$ cat src/rtl/bfha_pkg.sv
// ----------------------------------------------------------------------------
// bfha_pkg: shared types and constants of the best-fit heap allocator
// Operation and status codes, default sizes.
// ----------------------------------------------------------------------------
package bfha_pkg;
  localparam int DEF_MAX_BLOCKS   = 64;
  localparam int DEF_OFFSET_BITS  = 20;
  localparam int DEF_HEADER_BYTES = 24;
  localparam int ARENA_BITS       = 21;
  localparam int FIELD_BITS       = 20;
  localparam logic [ARENA_BITS-1:0] ARENA_RESET = 21'd65536;

  typedef enum logic [1:0] {
    OP_ALLOC  = 2'd0,
    OP_FREE   = 2'd1,
    OP_RESIZE = 2'd2,
    OP_NONE   = 2'd3
  } op_t;

  typedef enum logic [1:0] {
    ST_OK    = 2'd0,
    ST_OOM   = 2'd1,
    ST_NOBLK = 2'd2,
    ST_RSVD  = 2'd3
  } result_code_t;
endpackage

$ cat src/rtl/best_fit_heap_allocator_unit.sv
// ----------------------------------------------------------------------------
// best_fit_heap_allocator_unit: best-fit allocator with coalescing
// Address-ordered block table in RAM, walked by a small sequencer.
// ----------------------------------------------------------------------------
// channel   direction  signals
// command   in         start, operation, request_size, payload_offset; busy out
// result    out        done, status, result_offset, moved, copy_bytes
// config    in         cfg_we, cfg_data (arena_size)
//
// Requests walk the table one entry at a time; allocate walks once for best
// fit and once to shift entries on split, free walks to find and to shift,
// resize up to five walks (find, best fit, shift on split, find again, shift
// on merge).
// Reset clears the table to one free block (used bits are flip-flops; the
// count bounds every read). Results cannot be stalled.
module best_fit_heap_allocator_unit #(
  parameter int MAX_BLOCKS   = bfha_pkg::DEF_MAX_BLOCKS,
  parameter int OFFSET_BITS  = bfha_pkg::DEF_OFFSET_BITS,
  parameter int HEADER_BYTES = bfha_pkg::DEF_HEADER_BYTES
) (
  input  logic                            clk,
  input  logic                            rst,
  input  logic                            start,
  output logic                            busy,
  input  logic [1:0]                      operation,
  input  logic [bfha_pkg::FIELD_BITS-1:0] request_size,
  input  logic [bfha_pkg::FIELD_BITS-1:0] payload_offset,
  output logic                            done,
  output logic [1:0]                      status,
  output logic [bfha_pkg::FIELD_BITS-1:0] result_offset,
  output logic                            moved,
  output logic [bfha_pkg::FIELD_BITS-1:0] copy_bytes,
  input  logic                            cfg_we,
  input  logic [bfha_pkg::ARENA_BITS-1:0] cfg_data
);
  import bfha_pkg::*;

  localparam int IW = $clog2(MAX_BLOCKS);
  localparam int CW = $clog2(MAX_BLOCKS + 1);
  localparam int AW = (OFFSET_BITS > ARENA_BITS ? OFFSET_BITS : ARENA_BITS) + 2;
  localparam logic [AW-1:0] H = AW'(HEADER_BYTES);
  localparam logic [CW-1:0] MAXC = CW'(MAX_BLOCKS);

  // where a finished table shift returns to
  localparam logic [1:0] RET_ALLOC  = 2'd0;
  localparam logic [1:0] RET_SHRINK = 2'd1;
  localparam logic [1:0] RET_MOVE   = 2'd2;

  typedef enum logic [4:0] {
    S_IDLE, S_FRD, S_FCHK, S_DISP, S_ARD, S_ARD2, S_ACHK, S_ADEC,
    S_SHRD, S_SHWR, S_PUT, S_FREE, S_RMRD, S_RMWR, S_RSZ, S_RSZ2,
    S_RSZ3, S_MVFREE, S_OUT
  } state_t;

  state_t st;
  logic [ARENA_BITS-1:0] arena;
  logic [MAX_BLOCKS-1:0] used;
  logic [CW-1:0] cnt;
  logic [1:0] op;
  logic [FIELD_BITS-1:0] rsz, pay;
  logic [IW-1:0] idx, best, tgt, hi;
  logic [AW-1:0] cur, nxt, bst, bsz, sz, tgt_start;
  logic best_used, found, mv_phase;
  logic [CW-1:0] ins_at;
  logic [AW-1:0] ins_val;
  logic [1:0] ret;
  logic [FIELD_BITS-1:0] old_bs;

  // table RAM
  logic we;
  logic [IW-1:0] waddr, raddr;
  logic [OFFSET_BITS-1:0] wdata, rdata;
  bfha_ram #(.WIDTH(OFFSET_BITS), .DEPTH(MAX_BLOCKS)) u_tbl (
    .clk(clk), .we(we), .waddr(waddr), .wdata(wdata), .raddr(raddr), .rdata(rdata));

  // entry zero is fixed at 0; the RAM mirrors other entries
  logic [AW-1:0] rd;
  logic [IW-1:0] raddr_q;
  assign rd = (raddr_q == '0) ? '0 : AW'(rdata);

  function automatic logic [AW-1:0] psize(logic [AW-1:0] s, logic [AW-1:0] e);
    return (e > s + H) ? e - s - H : '0;
  endfunction

  assign busy = (st != S_IDLE);

  // size compare for best fit
  logic [AW-1:0] csz;
  logic last_i, better;
  always_comb begin
    csz = psize(cur, nxt);
    last_i = (CW'(idx) + 1'b1 == cnt);
    better = 1'b0;
    if (!used[idx]) begin
      if (best_used) better = 1'b1;
      else if (last_i && csz == sz) better = 1'b1;
      else if (last_i && csz < H + sz) better = 1'b0;
      else if (last_i && csz == H + sz) better = 1'b1;
      else if (csz < sz) better = 1'b0;
      else if (csz == sz) better = 1'b1;
      else if (bsz > sz + H && csz <= sz + H) better = 1'b0;
      else better = (csz - sz) < (bsz - sz);
    end
  end

  // single sequencer
  always_ff @(posedge clk) begin
    we <= 1'b0;
    done <= 1'b0;
    raddr_q <= raddr;
    if (cfg_we) arena <= cfg_data;
    if (rst) begin
      st <= S_IDLE; arena <= ARENA_RESET; used <= '0; cnt <= CW'(1);
      raddr <= '0; raddr_q <= '0;
    end else begin
      case (st)
        S_IDLE: if (start) begin
          op <= operation; rsz <= request_size; pay <= payload_offset;
          status <= ST_OK; result_offset <= '0; moved <= 1'b0; copy_bytes <= '0;
          mv_phase <= 1'b0;
          idx <= '0; raddr <= '0; found <= 1'b0;
          if (operation == OP_ALLOC) begin
            sz <= AW'(request_size); st <= S_ARD; ret <= RET_ALLOC;
          end else if (operation == OP_NONE) st <= S_OUT;
          else st <= S_FRD;
        end
        // find block by payload offset
        S_FRD: st <= S_FCHK;
        S_FCHK: begin
          if (rd + H == AW'(pay) && !found) begin
            found <= 1'b1; tgt <= idx; tgt_start <= rd;
          end
          if (CW'(idx) + 1'b1 >= cnt) st <= S_DISP;
          else begin idx <= idx + 1'b1; raddr <= idx + 1'b1; st <= S_FRD; end
        end
        S_DISP: begin
          if (!found || !used[tgt]) begin
            status <= (mv_phase) ? status : ST_NOBLK; st <= S_OUT;
          end else if (op == OP_FREE || rsz == '0 || mv_phase) begin
            st <= S_FREE;
          end else begin
            raddr <= tgt + 1'b1; st <= S_RSZ;
          end
        end
        // best-fit scan, one entry per pass through S_ACHK and S_ADEC
        S_ARD: begin raddr <= idx + 1'b1; st <= S_ARD2; end
        S_ARD2: begin cur <= rd; st <= S_ACHK; end
        S_ACHK: begin
          nxt <= (last_i) ? AW'(arena) : rd;
          raddr <= idx + 2'd2;
          st <= S_ADEC;
        end
        S_ADEC: begin
          if (idx == '0 || better) begin
            best <= idx; bst <= cur; bsz <= csz; best_used <= used[idx];
          end
          if (last_i || (idx != '0 && better && csz == sz)) st <= S_PUT;
          else begin idx <= idx + 1'b1; cur <= nxt; st <= S_ACHK; end
        end
        S_PUT: begin
          if (best_used || bsz < sz) begin
            status <= ST_OOM; result_offset <= '0; st <= S_OUT;
            if (ret == RET_MOVE) begin moved <= 1'b0; copy_bytes <= '0; end
          end else begin
            used[best] <= 1'b1;
            result_offset <= FIELD_BITS'(bst + H);
            if (ret == RET_MOVE) begin moved <= 1'b1; copy_bytes <= old_bs; end
            if (bsz - sz > H && cnt < MAXC) begin
              ins_at <= CW'(best) + 1'b1; ins_val <= bst + H + sz;
              hi <= IW'(cnt); raddr <= IW'(cnt - 1'b1); st <= S_SHRD;
            end else if (ret == RET_MOVE) begin
              mv_phase <= 1'b1; found <= 1'b0; idx <= '0; raddr <= '0; st <= S_FRD;
            end else st <= S_OUT;
          end
        end
        // insert: shift entries up one at a time through S_SHRD and S_SHWR
        S_SHRD: st <= S_SHWR;
        S_SHWR: begin
          if (CW'(hi) > ins_at) begin
            we <= 1'b1; waddr <= hi; wdata <= OFFSET_BITS'(rd);
            used[hi] <= used[hi-1'b1];
            hi <= hi - 1'b1; raddr <= hi - 2'd2; st <= S_SHRD;
          end else begin
            we <= 1'b1; waddr <= hi; wdata <= OFFSET_BITS'(ins_val);
            used[hi] <= 1'b0; cnt <= cnt + 1'b1;
            if (ret == RET_MOVE) begin
              mv_phase <= 1'b1; found <= 1'b0; idx <= '0; raddr <= '0; st <= S_FRD;
            end else st <= S_OUT;
          end
        end
        // free and merge
        S_FREE: begin
          used[tgt] <= 1'b0;
          if (tgt != '0 && !used[tgt-1'b1]) begin
            if (CW'(tgt) + 1'b1 < cnt && !used[tgt+1'b1]) begin
              st <= S_RMRD; raddr <= tgt + 2'd2;
              hi <= tgt; cnt <= cnt - 1'b1; // drop two: first pass removes tgt+1
              ins_at <= CW'(2);
            end else begin
              hi <= tgt; raddr <= tgt + 1'b1; ins_at <= CW'(1); st <= S_RMRD;
            end
          end else if (CW'(tgt) + 1'b1 < cnt && !used[tgt+1'b1]) begin
            hi <= tgt + 1'b1; raddr <= tgt + 2'd2; ins_at <= CW'(1); st <= S_RMRD;
          end else st <= S_OUT;
        end
        // remove ins_at entries starting at hi, one copy per pass through S_RMRD and S_RMWR
        S_RMRD: st <= S_RMWR;
        S_RMWR: begin
          if (CW'(hi) + CW'(ins_at) < cnt + ((ins_at == 2'd2) ? 1'b1 : 1'b0)) begin
            we <= 1'b1; waddr <= hi; wdata <= OFFSET_BITS'(rd);
            used[hi] <= used[IW'(CW'(hi) + CW'(ins_at))];
            hi <= hi + 1'b1; raddr <= IW'(CW'(hi) + CW'(ins_at) + 1'b1); st <= S_RMRD;
          end else begin
            cnt <= cnt - ((ins_at == 2'd2) ? CW'(1) : CW'(ins_at));
            st <= S_OUT;
          end
        end
        // resize: read successor start, then the one after it
        S_RSZ: begin raddr <= tgt + 2'd2; st <= S_RSZ2; end
        S_RSZ2: begin
          nxt <= (CW'(tgt) + 1'b1 < cnt) ? rd : AW'(arena);
          st <= S_RSZ3;
        end
        S_RSZ3: begin
          logic nf;
          logic [AW-1:0] bsv, tot, cut, n2;
          nf = (CW'(tgt) + 1'b1 < cnt) && !used[tgt+1'b1];
          bsv = psize(tgt_start, nxt);
          cut = tgt_start + H + AW'(rsz);
          n2 = (CW'(tgt) + 2'd2 < cnt) ? rd : AW'(arena);
          tot = psize(nxt, n2) + H + bsv;
          result_offset <= pay;
          if (AW'(rsz) <= bsv) begin
            if (bsv - AW'(rsz) > H) begin
              if (nf) begin
                we <= 1'b1; waddr <= tgt + 1'b1; wdata <= OFFSET_BITS'(cut); st <= S_OUT;
              end else if (cnt < MAXC) begin
                ins_at <= CW'(tgt) + 1'b1; ins_val <= cut; ret <= RET_SHRINK;
                hi <= IW'(cnt); raddr <= IW'(cnt - 1'b1); st <= S_SHRD;
              end else st <= S_OUT;
            end else st <= S_OUT;
          end else if (nf && tot >= AW'(rsz)) begin
            if (tot - AW'(rsz) <= H) begin
              hi <= tgt + 1'b1; raddr <= tgt + 2'd2; ins_at <= CW'(1); st <= S_RMRD;
            end else begin
              we <= 1'b1; waddr <= tgt + 1'b1; wdata <= OFFSET_BITS'(cut); st <= S_OUT;
            end
          end else begin
            old_bs <= FIELD_BITS'(bsv); sz <= AW'(rsz); ret <= RET_MOVE;
            idx <= '0; raddr <= '0; st <= S_ARD;
          end
        end
        S_OUT: begin done <= 1'b1; st <= S_IDLE; end
        default: st <= S_IDLE;
      endcase
    end
  end
endmodule

$ cat src/rtl/bfha_ram.sv
// ----------------------------------------------------------------------------
// bfha_ram: generic simple dual-port RAM
// One write port, one read port, registered read data.
// ----------------------------------------------------------------------------
module bfha_ram #(
  parameter int WIDTH = 8,
  parameter int DEPTH = 16
) (
  input  logic                     clk,
  input  logic                     we,
  input  logic [$clog2(DEPTH)-1:0] waddr,
  input  logic [WIDTH-1:0]         wdata,
  input  logic [$clog2(DEPTH)-1:0] raddr,
  output logic [WIDTH-1:0]         rdata
);
  logic [WIDTH-1:0] mem [DEPTH];

  // write and registered read (a read of the written address returns the old data)
  always_ff @(posedge clk) begin
    if (we) mem[waddr] <= wdata;
    rdata <= mem[raddr];
  end
endmodule

$ cat config.mk
export PLATFORM = sky130hd
export DESIGN_NAME = best_fit_heap_allocator_unit
export DESIGN_NICKNAME = d
export VERILOG_FILES = /design/src/rtl/bfha_pkg.sv /design/src/rtl/best_fit_heap_allocator_unit.sv /design/src/rtl/bfha_ram.sv
export SDC_FILE = /design/constraint.sdc
export NUM_CORES = 2
export LEC_CHECK = 0
export BUFFER_PORTS_ARGS = -buffer_cell sky130_fd_sc_hd__buf_2
export CAP_MARGIN = 20
export CORE_MARGIN = 3
export CORE_UTILIZATION = 35
export CTS_CLUSTER_SIZE = 14
export DETAILED_ROUTE_END_ITERATION = 10
export HOLD_SLACK_MARGIN = 0.03
export PLACE_DENSITY = 0.48
export SLEW_MARGIN = 20
export SYNTH_ARGS = -nofsm -noshare
export SYNTH_HDL_FRONTEND = slang
export SYNTH_HIERARCHICAL = 1
export SYNTH_SLANG_ARGS = --single-unit
export TNS_END_PERCENT = 100
$ cat constraint.sdc
create_clock -name clk -period 11.3 [get_ports clk]
set_input_delay 0.565 -clock clk [delete_from_list [all_inputs] [get_ports clk]]
set_output_delay 0.565 -clock clk [all_outputs]
set_load 0.1 [all_outputs]
# == Yosys cells after proc, flatten, opt, wreduce, memory -nomap -nowiden ==
# Memory sizes are Yosys's and may differ from the RTL's. A register that Yosys moved wholly into a read port is not among the register bits.
# Index checks and enable logic that the tools add are counted.
# classes
add_sub_neg,38
multipliers,0
div_mod_pow,0
magnitude_cmp,31
n_eq_ne,61
n_shift,0
mux,194
n_bitwise,8
reduce_logical,69
# ops
op,count
$mux 20,19
$pmux 64 s4,1
$mux 6,42
$mux 64,3
$mux 23,8
$pmux 23 s2,3
$and 64x64->64,2
$bwmux 64,2
$not 64->64,2
$pmux 20 s3,2
$add 23x5->23 const B,5
$mux 7,15
$lt 23x23->1,4
$sub 23x23->23,4
$mux 5,17
$pmux 5 s17,1
$pmux 20 s2,2
$gt 23x23->1,3
$sub 23x5->23 const B,3
$pmux 6 s11,1
$or 64x64->64,1
$mux 21,3
$lt 6x7->1 const B,8
$ne 2x2->1 const B,26
other kinds (79),224
# word_totals
register_bits,433
latchBits,0
mem_bits_rw,1280
mem_bits_ro,0
in_bits,67
output_inout_bits,45
wordCells,436
n_memories,1
# memory_table
name,words,width,read_ports,rd_ports_with_merged_regs,write_ports,line_no,source
u_tbl.mem,64,20,1,1,1,bfha_ram.sv:16,logic [WIDTH-1:0] mem [DEPTH];

# == Depth between registers and ports, before layout ==
# depth
ltp_word,18
ltp_mapped,51
depth_no_buf,49

# == By module ==
# The synthesis kept the hierarchy.
# by_module_without_submodules
mod,n_inst,cells_each,area_per_inst_um2,seq_area_each_um2
bfha_ram,1,2243,49486.2,38837.2
best_fit_heap_allocator_unit,1,4633,40639.0,11591.1

# == Worst setup path before layout ==
# No wires, ideal clock.
# synth_timing
path_kind,register -> register
from,register tgt[2]
to,"register old_bs[0], enable pin"
setup_time_ns,0.422
arrival_time_ns,9.961
required_ns,10.878
setup_slack_ns,0.916
stages_incl_launch_ff,44
n_path_buf,4
period_less_slack_ns,10.384
path_cell_list,edfxtp_1 > clkbuf_1 > buf_1 > nand3_1 > xor2_1 > inv_1 > ha_1 > and3_1 > a21oi_1 > o211a_1 > nor2_1 > clkbuf_1 > nand2_1 > o21ai_0 > ha_1 > a21o_1 > a21o_1 > a211o_1 > [8 not listed] > inv_1 > fa_1 > nor2b_1 > o31ai_1 > a2bb2oi_1 > a221o_1 > o22ai_1 > nor2_1 > o21a_1 > or2_2 > xor2_1 > ha_1 > or3_1 > o2111ai_1 > nand4b_1 > nor3_2 > nor3_1 > nor3_1
# synth_via
elab_chain_len,12
elab_cells_between_ends,20
classes_between,add/sub: 7; order compare: 4; mux: 4; bitwise: 1; reduce/logical: 4
# synth_rtl
item,line_no,source
from (decl),best_fit_heap_allocator_unit.sv:61,"logic [IW-1:0] idx, best, tgt, hi;"
from (signal assigned),best_fit_heap_allocator_unit.sv:131,found <= 1'b1; tgt <= idx; tgt_start <= rd;
$add 6x2->7,best_fit_heap_allocator_unit.sv:230,n2 = (CW'(tgt) + 2'd2 < cnt) ? rd : AW'(arena);
$lt 7x7->1,best_fit_heap_allocator_unit.sv:230,
$mux 21,best_fit_heap_allocator_unit.sv:230,
$sub 21x23->23,best_fit_heap_allocator_unit.sv:82,return (e > s + H) ? e - s - H : '0;
$sub 23x5->23,best_fit_heap_allocator_unit.sv:82,
$mux 23,best_fit_heap_allocator_unit.sv:82,
$add 23x5->23,best_fit_heap_allocator_unit.sv:231,"tot = psize(nxt, n2) + H + bsv;"
$add 23x23->23,best_fit_heap_allocator_unit.sv:231,
$ge 23x20->1,best_fit_heap_allocator_unit.sv:242,end else if (nf && tot >= AW'(rsz)) begin
$logic_and 1x1->1 *,best_fit_heap_allocator_unit.sv:242,
$not 1->1 (no line) *,-,
$reduce_and 4->1 (no line) *,-,
to (signal assigned),best_fit_heap_allocator_unit.sv:249,old_bs <= FIELD_BITS'(bsv); sz <= AW'(rsz); ret <= RET_MOVE;
to (decl),best_fit_heap_allocator_unit.sv:67,logic [FIELD_BITS-1:0] old_bs;
# Mark *: on every way between the ends. The rest lies on a longest branch, timed or not. The select of a mux whose other input is x is not followed.
# A chain may end at the register's enable or synchronous reset.

# == Final worst setup path ==
# layout_timing
from,register tgt[1]
to,"register ins_at[6], enable pin"
# layout_via
elab_chain_len,12
elab_cells_between_ends,31
classes_between,add/sub: 9; order compare: 5; eq/ne: 4; mux: 6; reduce/logical: 7
# layout_rtl
item,line_no,source
$add 6x2->7,best_fit_heap_allocator_unit.sv:230,
$lt 7x7->1,best_fit_heap_allocator_unit.sv:230,
$mux 21,best_fit_heap_allocator_unit.sv:230,
$sub 21x23->23,best_fit_heap_allocator_unit.sv:82,
$sub 23x5->23,best_fit_heap_allocator_unit.sv:82,
$mux 23,best_fit_heap_allocator_unit.sv:82,
$add 23x5->23,best_fit_heap_allocator_unit.sv:231,
$add 23x23->23,best_fit_heap_allocator_unit.sv:231,
$sub 23x20->23 or $ge 23x20->1 (tied branches),"best_fit_heap_allocator_unit.sv:243, best_fit_heap_allocator_unit.sv:242",
$le 23x5->1 or $logic_and 1x1->1 (tied branches),"best_fit_heap_allocator_unit.sv:243, best_fit_heap_allocator_unit.sv:242",
$ne 3x3->1 (no line),-,
$reduce_and 10->1 (no line) *,-,
to (signal assigned),best_fit_heap_allocator_unit.sv:169,ins_at <= CW'(best) + 1'b1; ins_val <= bst + H + sz;
to (decl),best_fit_heap_allocator_unit.sv:64,logic [CW-1:0] ins_at;
# Marks and branches as above.

==> impl_metrics.env <==
export IMPL_status="complete, no violations"
export IMPL_power_density_nw_per_um2=149
export IMPL_hold_class="primary input to register"
export IMPL_utilization=0.401
export IMPL_cp_end_kind="register"
export IMPL_netlist_area_leader_share=0.530
export IMPL_synth_cells=6876
export IMPL_numClockSinks=1723
export IMPL_root_buffer="clkbuf_16"
export IMPL_synth_warnings=6
export IMPL_yosys_cell_count_top_type="edfxtp_1"
export IMPL_synth_avg_cell_area_um2=13.1
export IMPL_rows=185
export IMPL_cts_tree="built"
export IMPL_yosys_area_top_type="edfxtp_1"
export IMPL_cp_buffers_inverters=4
export IMPL_overflow=0
export IMPL_reg2reg_depth=45
export IMPL_path_max_fanout=16
export IMPL_critical_path_most_common_cell="ha_1"
export IMPL_cp_required_ns=11.87
export IMPL_tightest_slew_ns=1.25
export IMPL_layout_area_overhead_vs_synth_pct=13.6
export IMPL_antenna_found_initial=19
export IMPL_synth_flop_cell="edfxtp_1"
export IMPL_path_delay_family="compound AO/OA/AOI/OAI gates"
export IMPL_ys_ff_latch=1723
export IMPL_ys_top_cells_by_area="edfxtp_1 (53%), mux4_2 (9.3%), ha_1 (6.4%)"
export IMPL_whs_path_depth=1
export IMPL_die_y_um=513
export IMPL_p_leak_nw=35.3
export IMPL_routed_via_density=5.74
export IMPL_slew_headroom=0.159
export IMPL_ios=112
export IMPL_layoutNonFillerInstCount=10659
export IMPL_cpPeakStageDelay_ns=0.51
export IMPL_cp_start_kind="register"
export IMPL_dp_hpwl_um=212000
export IMPL_ff2ff_setup_slack_ns=0.70
export IMPL_fp_coreArea_um2=255000
export IMPL_timing_rr_start="tgt[1]"
export IMPL_grt_pass1_vias=59613
export IMPL_cpMaxStageDelayCell="or4b_1"
export IMPL_cts_buffer_depth=3
export IMPL_track_usage=0.230
export IMPL_synthTopCellsByCount="edfxtp_1 (1,592), ha_1 (463), nor2_1 (392)"
export IMPL_wl_um=310000
export IMPL_vias=61130
export IMPL_path_clk_slew_ns=0.06
export IMPL_cp_arrival_ns=11.17
export IMPL_timing_rr_end="ins_at[6]"
export IMPL_cts_htree_levels=4
export IMPL_grt_pass1_wl_um=441000
export IMPL_cts_buffers=189
export IMPL_dp_cells=10226
export IMPL_hold_violations=0
export IMPL_place_congestion=0.948
export IMPL_cap_violations=0
export IMPL_initial_core_util=0.353
export IMPL_async_flop_share=0
export IMPL_period_needed_ns=10.60
export IMPL_synth_edf_count=1592
export IMPL_final_nets=7659
export IMPL_crit_start="tgt[1]"
export IMPL_fmax_ghz=0.0943
export IMPL_holdPathEnd="pay[13]"
export IMPL_fin_crit_sh=0.938
export IMPL_wl_per_cell_um=29.1
export IMPL_die_w_um=513
export IMPL_drive_gt1_frac=0.159
export IMPL_netlist_area_um2=90100
export IMPL_drc=0
export IMPL_yosysSeqAreaShare=0.560
export IMPL_worstSetupPathType="register to register"
export IMPL_dr_pass1_iters=6
export IMPL_maxSlewViolCount=0
export IMPL_peakVddDrop_v=0.000144
export IMPL_grt_start_max_net_pins=109
export IMPL_clock_latency_ns=0.87
export IMPL_clock_skew_ns=0.123
export IMPL_numPortBuffers=111
export IMPL_ant_nets=0
export IMPL_finalSetupViolations=0
export IMPL_drtIter0Drc=6526
export IMPL_fp_dieArea_um2=264000
export IMPL_synth_distinct_cells=98
export IMPL_synth_nets=7419
export IMPL_hp_start="payload_offset[13]"
placed cells by master (no fill, tap or decap), drive strengths merged, types with 99 or more instances in the layout:
| master | netlist | final |
|---|---|---|
| edfxtp | 1592 | 1592 |
| ha | 463 | 463 |
| nor2 | 393 | 393 |
| nand2 | 389 | 389 |
| mux4 | 373 | 373 |
| inv | 366 | 370 |
| o21ai | 361 | 361 |
| a21oi | 356 | 356 |
| buf | 122 | 311 |
| clkbuf | 201 | 231 |
| mux2i | 228 | 228 |
| xnor2 | 196 | 196 |
| nor3 | 166 | 166 |
| nand3 | 158 | 158 |
| dfxtp | 131 | 131 |
| a21o | 116 | 116 |
| a22oi | 107 | 107 |
| a211oi | 105 | 105 |
| xor2 | 99 | 99 |
| clkinv | 3 | 99 |
kinds of logic after synthesis:
group	after synthesis	share of synthesized area
muxes	631	0.122
and+or+nand+nor	1531	0.0819
AOI/OAI and AO/OA	1526	0.109
xor gates and xnor gates	297	0.0292
adders and majority gates	476	0.0672
DFF	1723	0.560
buffers and inverters	692	0.0314
stage by stage:
step	setup slack, ns	setup TNS [ns]	power (W)	hold WS [ns]	area, µm²
after floorplan	0.916	0	0.00853	0.426	90100
after global placement	0.463	0	0.00922	0.480	95400
after detailed placement	0.249	0	0.00922	0.469	95500
after CTS	0.227	0	0.0154	0.0320	102000
after global routing	-0.0318	-0.224	0.0158	0.0390	102000
final	0.700	0	0.0153	0.0843	102000
worst reg2reg max path: cells and delay by family (launching register included):
| family | cells | cell delay (ns) |
|---|---|---|
| simple gates | 14 | 2.67 |
| fa+ha+maj | 6 | 1.88 |
| flops | 1 | 0.47 |
| compound gates | 19 | 4.15 |
| buf+inv | 4 | 0.73 |
| xor+xnor | 2 | 0.40 |
area by class of cell:
cell class                      count  area [µm²]
Multi-Input combinational cell   4461       37400
Timing Repair Buffer              372        2720
Clock buffer                      231        4930
Fill cell                       23946      153000
Tap cell                         3366        4210
Sequential cell                  1723       50400
Inverter                          369        1390
Clock inverter                    125        1280
Antenna cell                       12        30.0
how the worst max path moves through the flow:
| stage | to | depth (start not counted) |
|---|---|---|
| 6_report | ins_at[6] | 45 |
| 5_1_grt | hi[0] | 48 |
| 4_1_cts | hi[0] | 45 |
| 3_5_place_dp | hi[2] | 45 |
| 3_3_place_gp | ins_at[3] | 47 |
| 2_1_floorplan | old_bs[0] | 43 |
where the power goes:
part           internal [W]  total, W  switching (W)
Sequential          0.00705   0.00720       0.000152
Combinational      0.000662   0.00191        0.00125
Clock               0.00348   0.00617        0.00269
Total                0.0112    0.0153        0.00409
layer usage:
| metal | wire (µm) | global-route usage |
|---|---|---|
| met5 | 21 | 0 |
| met4 | 12700 | 0.0846 |
| met3 | 20400 | 0.0369 |
| met2 | 143000 | 0.363 |
| met1 | 134000 | 0.319 |
sequential cells by signal, summed over array words and instances, names as in the netlist, 7 cells and up:
name,flops
wdata,20
rsz,20
used,64
tgt_start,20
bst,20
ins_val,20
arena,21
bsz,23
old_bs,20
nxt,21
sz,20
cnt,7
pay,20
cur,21
result_offset,20
u_tbl/rdata,20
copy_bytes,20
ins_at,7
u_tbl/mem,1280
repair_timing:
action / CTS / global route
hold buffers: 56 / 5
hold endpoints to repair: 56 / 5
buffers inserted: 0 / 4
setup endpoints to repair: 0 / 47
gates resized for setup: 0 / 11
Note: power is estimated with default switching activity, not from simulation.
